===== config.mk =====
export PLATFORM = sky130hd
export DESIGN_NAME = header_tail_frame_echo
export DESIGN_NICKNAME = d
export VERILOG_FILES = /design/src/sv/htfe_pkg.sv /design/src/sv/htfe_cell.sv /design/src/sv/htfe_ctrl.sv /design/src/sv/header_tail_frame_echo.sv
export VERILOG_INCLUDE_DIRS = /design/src /design/src/sv
export SDC_FILE = /design/constraint.sdc
export NUM_CORES = 1
export LEC_CHECK = 0
export BUFFER_PORTS_ARGS = -buffer_cell sky130_fd_sc_hd__buf_2
export CAP_MARGIN = 0
export CORE_ASPECT_RATIO = 0.75
export CORE_MARGIN = 1.5
export CORE_UTILIZATION = 40
export DETAILED_ROUTE_END_ITERATION = 8
export PLACE_DENSITY = 0.54
export RECOVER_POWER = 50
export SYNTH_ARGS = -nofsm -noshare
export SYNTH_HDL_FRONTEND = slang
export SYNTH_HIERARCHICAL = 1
export SYNTH_SLANG_ARGS = --single-unit

===== constraint.sdc =====
create_clock -name clk_i -period 3.05 [get_ports clk_i]
set_clock_uncertainty 0.05 [all_clocks]
set_input_delay 0.61 -clock clk_i [delete_from_list [all_inputs] [get_ports clk_i]]
set_output_delay 0.61 -clock clk_i [all_outputs]
set_load 0.02 [all_outputs]

===== src/sv/header_tail_frame_echo_assert.svh =====
// Assertion macros for the frame echo RTL, used by htfe_ctrl.
// Expects clk_i and rst_ni in the scope where a macro is used.
`ifndef HEADER_TAIL_FRAME_ECHO_ASSERT_SVH
`define HEADER_TAIL_FRAME_ECHO_ASSERT_SVH

// Check a property on every clock edge outside reset.
`define HTFE_ASSERT(lbl, prop, msg) \
  lbl: assert property (@(posedge clk_i) disable iff (!rst_ni) prop) else $error(msg);

// Check a property on every clock edge, reset included.
`define HTFE_ASSERT_ALWAYS(lbl, prop, msg) \
  lbl: assert property (@(posedge clk_i) prop) else $error(msg);

`endif


===== src/sv/htfe_pkg.sv =====
// Types and constants for the header/tail frame echo block.
// No dependencies; imported by every module of the block.
package htfe_pkg;

  localparam int unsigned ByteW = 8;
  localparam int unsigned MaxLenW = 5;
  localparam int unsigned CfgIdxW = 3;

  localparam logic [ByteW-1:0] HeaderFirstRst = 8'h3A;
  localparam logic [ByteW-1:0] HeaderSecondRst = 8'h3B;
  localparam logic [ByteW-1:0] TailFirstRst = 8'h7E;
  localparam logic [ByteW-1:0] TailSecondRst = 8'h7F;
  localparam logic [MaxLenW-1:0] MaxFrameBytesRst = 5'd10;

  typedef enum logic [CfgIdxW-1:0] {
    CFG_HEADER_FIRST = 3'd0,
    CFG_HEADER_SECOND = 3'd1,
    CFG_TAIL_FIRST = 3'd2,
    CFG_TAIL_SECOND = 3'd3,
    CFG_MAX_FRAME_BYTES = 3'd4
  } cfg_idx_e;

  typedef enum logic {
    ST_COLLECT,
    ST_REPLAY
  } state_e;

  // Command from the controller to the row of byte cells.
  typedef struct packed {
    logic wr;     // load the incoming byte into the addressed cell
    logic shift;  // move every cell one place toward cell 0
  } cell_cmd_t;

endpackage


===== src/sv/htfe_cell.sv =====
// One byte cell of the frame store row.
// Depends on htfe_pkg; instantiated in a chain by header_tail_frame_echo.
module htfe_cell import htfe_pkg::*; #(
  parameter int unsigned AddrW = 4,
  parameter int unsigned Index = 0
) (
  input  logic             clk_i,
  input  cell_cmd_t        cmd_i,
  input  logic [AddrW-1:0] pos_i,
  input  logic [ByteW-1:0] wr_byte_i,
  input  logic [ByteW-1:0] next_byte_i,
  output logic [ByteW-1:0] byte_o
);

  logic [ByteW-1:0] byte_q;

  always_ff @(posedge clk_i) begin
    if (cmd_i.wr && (pos_i == AddrW'(Index))) begin
      byte_q <= wr_byte_i;
    end else if (cmd_i.shift) begin
      byte_q <= next_byte_i;
    end
  end

  assign byte_o = byte_q;

endmodule


===== src/sv/htfe_ctrl.sv =====
// Frame parser, configuration registers and replay sequencer.
// Depends on htfe_pkg and header_tail_frame_echo_assert.svh.
`include "header_tail_frame_echo_assert.svh"

module htfe_ctrl import htfe_pkg::*; #(
  parameter int unsigned Depth = 16,
  parameter int unsigned AddrW = 4,
  parameter int unsigned CntW = 5
) (
  input  logic               clk_i,
  input  logic               rst_ni,
  input  logic               cfg_we_i,
  input  logic [CfgIdxW-1:0] cfg_idx_i,
  input  logic [ByteW-1:0]   cfg_data_i,
  input  logic               in_valid_i,
  output logic               in_ready_o,
  input  logic [ByteW-1:0]   in_byte_i,
  output logic               out_valid_o,
  input  logic               out_ready_i,
  output logic               out_last_o,
  output cell_cmd_t          cmd_o,
  output logic [AddrW-1:0]   pos_o
);

  localparam int unsigned MaxW = (CntW > MaxLenW) ? CntW : MaxLenW;

  logic [ByteW-1:0]   hdr_first_q, hdr_second_q, tail_first_q, tail_second_q;
  logic [MaxLenW-1:0] max_len_q;

  state_e          state_q, state_d;
  logic [CntW-1:0] cnt_q, cnt_d;
  logic [CntW-1:0] rem_q, rem_d;
  logic            hf_q, hf_d, hs_q, hs_d, tf_q, tf_d;

  logic [AddrW-1:0] pos;
  logic [CntW-1:0]  cnt_inc;
  logic [MaxW-1:0]  limit;
  logic             done;

  always_ff @(posedge clk_i or negedge rst_ni) begin
    if (!rst_ni) begin
      hdr_first_q   <= HeaderFirstRst;
      hdr_second_q  <= HeaderSecondRst;
      tail_first_q  <= TailFirstRst;
      tail_second_q <= TailSecondRst;
      max_len_q     <= MaxFrameBytesRst;
    end else if (cfg_we_i) begin
      case (cfg_idx_e'(cfg_idx_i))
        CFG_HEADER_FIRST:    hdr_first_q   <= cfg_data_i;
        CFG_HEADER_SECOND:   hdr_second_q  <= cfg_data_i;
        CFG_TAIL_FIRST:      tail_first_q  <= cfg_data_i;
        CFG_TAIL_SECOND:     tail_second_q <= cfg_data_i;
        CFG_MAX_FRAME_BYTES: max_len_q     <= cfg_data_i[MaxLenW-1:0];
        default: ;
      endcase
    end
  end

  always_ff @(posedge clk_i or negedge rst_ni) begin
    if (!rst_ni) begin
      state_q <= ST_COLLECT;
      cnt_q   <= '0;
      rem_q   <= '0;
      hf_q    <= 1'b0;
      hs_q    <= 1'b0;
      tf_q    <= 1'b0;
    end else begin
      state_q <= state_d;
      cnt_q   <= cnt_d;
      rem_q   <= rem_d;
      hf_q    <= hf_d;
      hs_q    <= hs_d;
      tf_q    <= tf_d;
    end
  end

  assign pos = (cnt_q >= CntW'(Depth)) ? AddrW'(Depth - 1) : cnt_q[AddrW-1:0];
  assign cnt_inc = CntW'(pos) + CntW'(1);
  assign limit = (MaxW'(max_len_q) > MaxW'(Depth)) ? MaxW'(Depth) : MaxW'(max_len_q);

  always_comb begin
    state_d     = state_q;
    cnt_d       = cnt_q;
    rem_d       = rem_q;
    hf_d        = hf_q;
    hs_d        = hs_q;
    tf_d        = tf_q;
    cmd_o       = '0;
    done        = 1'b0;
    in_ready_o  = (state_q == ST_COLLECT);
    out_valid_o = (state_q == ST_REPLAY);
    out_last_o  = (rem_q == CntW'(1));
    unique case (state_q)
      ST_COLLECT: begin
        if (in_valid_i) begin
          cmd_o.wr = 1'b1;
          if (hs_q) begin
            if (tf_q) begin
              if (in_byte_i == tail_second_q) begin
                done    = 1'b1;
                rem_d   = cnt_inc;
                state_d = ST_REPLAY;
              end else begin
                tf_d  = 1'b0;
                cnt_d = cnt_inc;
              end
            end else begin
              if (in_byte_i == tail_first_q) begin
                tf_d = 1'b1;
              end
              cnt_d = cnt_inc;
            end
          end else if (hf_q) begin
            if (in_byte_i == hdr_second_q) begin
              hs_d  = 1'b1;
              cnt_d = cnt_inc;
            end else begin
              hf_d  = 1'b0;
              cnt_d = '0;
            end
          end else begin
            if (in_byte_i == hdr_first_q) begin
              hf_d  = 1'b1;
              cnt_d = cnt_inc;
            end else begin
              cnt_d = '0;
            end
          end
          if (done || (MaxW'(cnt_d) >= limit)) begin
            cnt_d = '0;
            hf_d  = 1'b0;
            hs_d  = 1'b0;
            tf_d  = 1'b0;
          end
        end
      end
      ST_REPLAY: begin
        if (out_ready_i) begin
          cmd_o.shift = 1'b1;
          rem_d       = rem_q - CntW'(1);
          if (rem_q == CntW'(1)) begin
            state_d = ST_COLLECT;
          end
        end
      end
      default: state_d = ST_COLLECT;
    endcase
  end

  assign pos_o = pos;

  `HTFE_ASSERT(a_no_overlap, !(in_ready_o && out_valid_o),
    "input accepted during replay")
  `HTFE_ASSERT(a_rem_nonzero, (state_q == ST_REPLAY) |-> (rem_q != '0),
    "replay with empty count")
  `HTFE_ASSERT(a_last_exit, (out_valid_o && out_ready_i && out_last_o) |=> (state_q == ST_COLLECT),
    "replay did not end after last beat")
  `HTFE_ASSERT(a_cnt_bound, cnt_q < CntW'(Depth), "byte count beyond store")
  `HTFE_ASSERT(a_hdr_order, hs_q |-> hf_q, "header seen without first header byte")

endmodule


===== src/sv/header_tail_frame_echo.sv =====
// Top level of the header/tail delimited frame echo.
// Depends on htfe_pkg, htfe_ctrl and htfe_cell.
//
//  Channel  Dir  Signals                          Contents
//  s_axis   in   tvalid tready tdata[7:0]         rx_byte
//  m_axis   out  tvalid tready tdata[7:0] tlast   tx_byte, frame_last
//  cfg      in   cfg_we_i cfg_idx_i cfg_data_i    register writes, no read-back
//
//  One input beat per cycle while collecting; the byte lands in its cell directly.
//  The beat that completes the tail starts replay on the next cycle: an N-byte frame
//  leaves in N output beats, shifted out of the cell row through cell 0.
//  Input is held off (tready low) for the whole replay, so input never overlaps output.
//  Reset clears parser flags and byte count, presets the registers; cells hold data only.
//  A stalled output beat holds cell 0 and the count.
module header_tail_frame_echo import htfe_pkg::*; #(
  parameter int unsigned STORE_DEPTH = 16
) (
  input  logic               clk_i,
  input  logic               rst_ni,
  input  logic               cfg_we_i,
  input  logic [CfgIdxW-1:0] cfg_idx_i,
  input  logic [ByteW-1:0]   cfg_data_i,
  input  logic               s_axis_tvalid,
  output logic               s_axis_tready,
  input  logic [ByteW-1:0]   s_axis_tdata,   // [7:0] rx_byte
  output logic               m_axis_tvalid,
  input  logic               m_axis_tready,
  output logic [ByteW-1:0]   m_axis_tdata,   // [7:0] tx_byte
  output logic               m_axis_tlast
);

  localparam int unsigned AddrW = (STORE_DEPTH > 1) ? $clog2(STORE_DEPTH) : 1;
  localparam int unsigned CntW = $clog2(STORE_DEPTH + 1);

  cell_cmd_t        cmd;
  logic [AddrW-1:0] pos;
  logic [ByteW-1:0] cell_byte [STORE_DEPTH+1];

  htfe_ctrl #(
    .Depth (STORE_DEPTH),
    .AddrW (AddrW),
    .CntW  (CntW)
  ) u_ctrl (
    .clk_i       (clk_i),
    .rst_ni      (rst_ni),
    .cfg_we_i    (cfg_we_i),
    .cfg_idx_i   (cfg_idx_i),
    .cfg_data_i  (cfg_data_i),
    .in_valid_i  (s_axis_tvalid),
    .in_ready_o  (s_axis_tready),
    .in_byte_i   (s_axis_tdata),
    .out_valid_o (m_axis_tvalid),
    .out_ready_i (m_axis_tready),
    .out_last_o  (m_axis_tlast),
    .cmd_o       (cmd),
    .pos_o       (pos)
  );

  assign cell_byte[STORE_DEPTH] = '0;

  for (genvar i = 0; i < STORE_DEPTH; i++) begin : g_cell
    htfe_cell #(
      .AddrW (AddrW),
      .Index (i)
    ) u_cell (
      .clk_i       (clk_i),
      .cmd_i       (cmd),
      .pos_i       (pos),
      .wr_byte_i   (s_axis_tdata),
      .next_byte_i (cell_byte[i+1]),
      .byte_o      (cell_byte[i])
    );
  end

  assign m_axis_tdata = cell_byte[0];

endmodule


# ---- Word level (Yosys, flattened, before mapping)
# Index checks and enable logic that the tools add are counted.
dict set report word_totals {
  register_bits 179
  input_bits 24
  output_inout_bits 11
  elab_cells 182
}
dict set report classes {
  n_addsub 2
  magnitude_cmp 3
  eq_ne 30
  mux 74
  bitwise 1
  reduce_logical 45
}
# cell count
set ops {}
lappend ops {{8-bit 2-to-1 mux} 32}
lappend ops {{5-bit 2-to-1 mux} 15}
lappend ops {{2-bit nonzero test} 17}
lappend ops {{4-bit equality test, second input constant} 8}
lappend ops {{8-bit equality test} 4}
lappend ops {{1-bit 2-to-1 mux} 24}
lappend ops {{4-bit by 3-bit equality test with 1-bit output, second input constant} 4}
lappend ops {{1-bit logical AND} 16}
lappend ops {{2-bit AND reduction} 6}
lappend ops {{5-bit case mux with 2 select lines} 1}
lappend ops {{4-bit by 2-bit equality test with 1-bit output, second input constant} 2}
lappend ops {{3-bit by 2-bit equality test with 1-bit output, second input constant} 2}
lappend ops {{2-bit by 1-bit != test with 1-bit output, second input constant} 3}
lappend ops {{2-bit != test, second input constant} 3}
lappend ops {{3-bit AND reduction} 2}
lappend ops {{4-bit by 1-bit adder with 5-bit output, second input constant} 1}
lappend ops {{5-bit by 1-bit equality test with 1-bit output, second input constant} 1}
lappend ops {{5-bit >= comparator} 1}
lappend ops {{5-bit >= comparator, second input constant} 1}
lappend ops {{5-bit > comparator, second input constant} 1}
lappend ops {{5-bit AND reduction} 1}
lappend ops {{5-bit by 1-bit subtractor with 5-bit output, second input constant} 1}
lappend ops {{4-bit by 1-bit equality test with 1-bit output, second input constant} 1}
lappend ops {{4-bit logical NOT} 1}
lappend ops {{other kinds (7)} 7}

# ---- Longest topological paths before layout
dict set report depth {
  ltp_word 12
  ltp_mapped 12
  ltp_nobuf 12
}

# ---- Hierarchy
# The synthesis kept the hierarchy.
# module instances cells_per_inst area_per_inst_um2 seq_area_each_um2
set modules_own_cells {}
lappend modules_own_cells {{htfe_cell (g_cell[11].u_cell ...)} 8 19 372.9 240.2}
lappend modules_own_cells {htfe_ctrl 1 258 2909.0 1306.3}
lappend modules_own_cells {{htfe_cell (g_cell[10].u_cell ...)} 4 19 391.6 240.2}
lappend modules_own_cells {{htfe_cell (g_cell[12].u_cell ...)} 2 19 365.4 240.2}
lappend modules_own_cells {{htfe_cell (g_cell[15].u_cell)} 1 19 366.6 240.2}
lappend modules_own_cells {{htfe_cell (g_cell[0].u_cell)} 1 19 356.6 240.2}
lappend modules_own_cells {header_tail_frame_echo 1 1 3.8 0.0}

# ---- Least setup slack after synthesis
# Ideal clock, no wire load.
dict set report synth_path {
  path_type {reg-to-reg}
  start {register u_ctrl.cnt_q[4]}
  end {register u_ctrl.cnt_q[0]}
  setup_ns 0.089
  arrival_ns 3.187
  required_ns 2.911
  path_slack_ns -0.276
  path_stages_with_launch 12
  path_buffers 1
  period_less_slack_ns 3.326
  cell_sequence {dfrtp_1 or2_2 clkbuf_1 nand3_1 xnor2_1 mux2i_1 o21ai_0 ha_1 a21o_1 a211oi_1 o311ai_0 o21ai_0}
}
dict set report synth_via {
  elab_chain_len 11
  word_cells_on_any_way 14
  cone_classes {1 x add/sub; 2 x order compare; 10 x mux; 1 x reduce/logical}
}
# element line
set synth_lines {}
lappend synth_lines {{from (decl)} htfe_ctrl.sv:31} ;# logic [CntW-1:0] cnt_q, cnt_d;
lappend synth_lines {{from (signal assigned)} htfe_ctrl.sv:69} ;# cnt_q <= cnt_d;
lappend synth_lines {{5-bit >= comparator *} htfe_ctrl.sv:77} ;# assign pos = (cnt_q >= CntW'(Depth)) ? AddrW'(Depth - 1) : cnt_q[AddrW-1:0];
lappend synth_lines {{4-bit 2-to-1 mux *} htfe_ctrl.sv:77}
lappend synth_lines {{via pos[2]} header_tail_frame_echo.sv:36} ;# logic [AddrW-1:0] pos;
lappend synth_lines {{4-bit by 1-bit adder with 5-bit output *} htfe_ctrl.sv:78} ;# assign cnt_inc = CntW'(pos) + CntW'(1);
lappend synth_lines {{5-bit 2-to-1 mux (on tied branches)} {htfe_ctrl.sv:122, htfe_ctrl.sv:99, htfe_ctrl.sv:114}}
lappend synth_lines {{5-bit 2-to-1 mux (on tied branches)} {htfe_ctrl.sv:113, htfe_ctrl.sv:98}}
lappend synth_lines {{5-bit 2-to-1 mux *} htfe_ctrl.sv:97} ;# if (hs_q) begin
lappend synth_lines {{5-bit 2-to-1 mux *} htfe_ctrl.sv:95} ;# if (in_valid_i) begin
lappend synth_lines {{5-bit 2-to-1 mux *} htfe_ctrl.sv:93} ;# unique case (state_q)
lappend synth_lines {{5-bit >= comparator *} htfe_ctrl.sv:129} ;# if (done || (MaxW'(cnt_d) >= limit)) begin
lappend synth_lines {{1-bit logical OR *} htfe_ctrl.sv:129}
lappend synth_lines {{5-bit 2-to-1 mux *} htfe_ctrl.sv:129}
# The timed path passes the listed nets; every way through them passes the cells marked *. The select of a mux whose other input is x is not followed.
# A chain may end at the register's enable or synchronous reset.

# ---- Final worst setup path
dict set report layout_path {
  start {register u_ctrl.tail_second_q[0]}
  end {register u_ctrl.hf_q}
}
dict set report layout_via {
  elab_chain_len 10
  word_cells_on_any_way 16
  cone_classes {1 x order compare; 2 x eq/ne; 11 x mux; 2 x reduce/logical}
}
# element line
set layout_lines {}
lappend layout_lines {{from (decl)} htfe_ctrl.sv:27} ;# logic [ByteW-1:0] hdr_first_q, hdr_second_q, tail_first_q, tail_second_q;
lappend layout_lines {{from (signal assigned)} htfe_ctrl.sv:45} ;# tail_second_q <= TailSecondRst;
lappend layout_lines {{from (signal assigned)} htfe_ctrl.sv:52} ;# CFG_TAIL_SECOND: tail_second_q <= cfg_data_i;
lappend layout_lines {{8-bit equality test *} htfe_ctrl.sv:99} ;# if (in_byte_i == tail_second_q) begin
lappend layout_lines {{5-bit 2-to-1 mux} htfe_ctrl.sv:99}
lappend layout_lines {{5-bit 2-to-1 mux} htfe_ctrl.sv:98} ;# if (tf_q) begin
lappend layout_lines {{5-bit 2-to-1 mux} htfe_ctrl.sv:97}
lappend layout_lines {{5-bit 2-to-1 mux} htfe_ctrl.sv:95}
lappend layout_lines {{5-bit 2-to-1 mux} htfe_ctrl.sv:93}
lappend layout_lines {{5-bit >= comparator} htfe_ctrl.sv:129}
lappend layout_lines {{1-bit logical OR *} htfe_ctrl.sv:129}
lappend layout_lines {{2-bit != test (no source line)} n/a}
lappend layout_lines {{3-bit AND reduction (no source line)} n/a}
lappend layout_lines {{to (signal assigned)} htfe_ctrl.sv:64} ;# hf_q <= 1'b0;
lappend layout_lines {{to (signal assigned)} htfe_ctrl.sv:71} ;# hf_q <= hf_d;
lappend layout_lines {{to (decl)} htfe_ctrl.sv:33} ;# logic hf_q, hf_d, hs_q, hs_d, tf_q, tf_d;
# Mark *: on every way between the ends. The rest lies on a longest branch, timed or not. The select of a mux whose other input is x is not followed.

==> impl_metrics.ini <==
[run_status]
status = finished, violations left
violations = max-capacitance violations, max-slew violations

[final_layout]
postLayoutCellArea_sq_mm = 0.0105
multi_input_area_sq_mm = 0.00383
final_common_cell = mux2_2
final_cell_mix = mux2_2 (134), edfxtp_1 (128), buf_4 (34)
fillers = 1938
area_growth_pct = 17.5
drive_gt1_frac = 0.497
nets = 689
register_area_sq_mm = 0.00515

[logic_synthesis]
yosysSeqAreaShare = 0.578
synth-adder-area-share = 0.0112
syn_avg_cell_area_sq_um = 15.8
yosys.cell_types.count = 57
synth_area_sq_mm = 0.00892
synthMuxAreaShare = 0.230
synth_top_family_by_area = multiplexers
synth_xor_area_frac = 0.0354
synth_compound_area_frac = 0.0268
yosys_warnings = 6
synth_edf_count = 128
ys_async_sr_fraction = 0.285
synth_seq_cells = 179
synth_flop_cell = edfxtp_1
syn_inst = 563
synth-simple-area-share = 0.111

[setup_path]
cp-start-kind = register
reg2reg_to = u_ctrl/hf_q
critPathLaunch = u_ctrl/tail_second_q[0]
cp.required_ns = 3.31
cp_top_family = compound AO/OA/AOI/OAI gates
cp_slowest_cell = dfstp_2
worstPathCellList = xor2_2 > nor4_4 > nand3_4 > and3_4 > a311o_1 > ha_2 > nand4_1 > o21bai_4 > a21oi_4 > a31o_2 > a22o_1
r2r_cells = 11
end_kind = register
criticalPathCategory = register to register
reg2reg_from = u_ctrl/tail_second_q[0]
critPathMaxFanout = 6
rrSetupSlack_ns = 0.05
cp.arrival_ns = 3.26
worst-path-buf-inv = 0
cp_slowest_stage_delay_ns = 0.56

[place]
dp_hpwl_microns = 12300
finalWeightedCongestion = 0.823
place_ws_ns = -0.368
dpl_cell_area_sq_mm = 0.00979
io_buffers = 34

[drt]
drt_first_pass_iters = 4
ant_nets = 0
drtIter0Drc = 218
drc = 0
post_drt_wl_per_cell_microns = 18.1
vias = 4913
wl_microns = 17500
via_per_inst = 5.09

[sta]
period_share = 0.983
max_slew.worst_pin.slew_ns = 2.19
hold_viol = 0
setup_ws_ns = 0.0506
min_period_ns = 3.00
finalSetupViolations = 0
max_slew_margin = -0.460
max_freq_mhz = 333
slew_violations = 40
hold_ws_ns = 0.407
rsz0062_at_grt = true

[floorplanning]
die_w_microns = 175
die-area_sq_mm = 0.0232
coreArea_sq_mm = 0.0220
num_rows = 47
start_util = 0.405
die_h_microns = 132
ios = 35

[clocking]
htreeDepth = 4
hold_buffers = 0
clock_latency_ns = 0.42
cts-buffers-inserted = 17
cts_num_sinks = 179
cts-root-buf = clkbuf_16
cts_tree = yes
clk_pin_slew_ns = 0.07
clockBufferDepth = 2

[power]
power.leakage_nw = 4.05
power_density_mw_per_mm2 = 544
ir_drop_v = 0.000349

[hold_path]
min_path_type = primary input to register
hold_depth = 2
hold_end = u_ctrl/tail_second_q[6]
hp-start = cfg_data_i[6]

[grt]
grt_usage = 0.159
grt_pass1_wl_microns = 28300
grt_pass1_vias = 5056
overflow = 0
antenna_found_initial = 1
grt_max_degree = 40

[job]
maxCapViolCount = 1
## layer usage
layer / GRT usage / vias to the layer above / routed length [microns]
met2: 0.235 / 63 / 7790
met5: 0 / - / 0
met3: 0.0366 / 15 / 413
li1: - / 2335 / -
met1: 0.235 / 2500 / 9060
met4: 0.0442 / 0 / 191
## area by class of cell
class                   count  share of cell area
multi-input cells         374               0.365
repair buffers             73              0.0425
well taps                 294              0.0351
flip-flops and latches    179               0.491
diodes                      1            0.000239
clock buffers              19              0.0423
inverters                  12             0.00466
clock inverters            13              0.0184
## how the worst max path moves through the flow
stage	slack (ns)	cells past startpoint	end
3_5_place_dp	-0.37	12	u_ctrl/cnt_q[0]
2_1_floorplan	0.007	11	u_ctrl/hf_q
4_1_cts	0.01	11	u_ctrl/cnt_q[0]
3_3_place_gp	-0.24	12	u_ctrl/cnt_q[0]
6_report	0.05	11	u_ctrl/hf_q
5_1_grt	-0.12	11	u_ctrl/cnt_q[3]
## logic make-up after synthesis
family	after synthesis
other	1
muxes	172
and+or+nand+nor	116
buffers and inverters	17
xor gates and xnor gates	36
DFF	179
AOI/OAI and AO/OA	34
adders and majority gates	8
## report_power, final
part	internal, W	leakage, nW	total [W]	switching (W)
combinational	0.000244	2.00	0.000507	0.000262
sequential	0.00275	1.75	0.00283	0.0000760
clock	0.00141	0.305	0.00237	0.000958
## state kept, by name, summed over array words and instances (netlist names), 5 cells and up
signal / count
g_cell.u_cell/byte_o: 128
u_ctrl/hdr_first_q: 8
u_ctrl/hdr_second_q: 8
u_ctrl/tail_first_q: 8
u_ctrl/tail_second_q: 8
u_ctrl/cnt_q: 5
u_ctrl/max_len_q: 5
u_ctrl/rem_q: 5
## timing repair
action                                  CTS  global route
resized for setup                         2            14
hold endpoints to repair                  0             0
pin swaps                                 4            13
endpoints found under the setup margin    2             7
buffers inserted                          0             1
## worst register-to-register path, cell delays in order, from the launching register on
cell and delay (ns):
dfstp_2 0.56, xor2_2 0.08, nor4_4 0.41, nand3_4 0.19, and3_4 0.19, a311o_1 0.27, ha_2 0.31, nand4_1 0.13
o21bai_4 0.24, a21oi_4 0.06, a31o_2 0.23, a22o_1 0.18
## Yosys cell counts (10+ instances only)
library cell	number	area [sq um]
inv_1	12	45.0
dfstp_2	24	631
xor2_1	14	123
mux2_2	134	1510
mux2_4	32	480
nor2_1	10	37.5
dfrtp_1	27	676
edfxtp_1	128	3840
nand2_1	21	78.8
or2b_1	17	128
xnor2_1	22	193
## metrics by stage
step                 util  total power, W  instances  setup TNS, ns
floorplan               -         0.00318        570              0
global placement    0.445         0.00336        931          -1.42
detailed placement  0.445         0.00337        931          -1.85
CTS                 0.474         0.00575        963              0
global route        0.476         0.00592        964         -0.540
finish              0.476         0.00570        965              0
(Power assumes the default switching activity.)
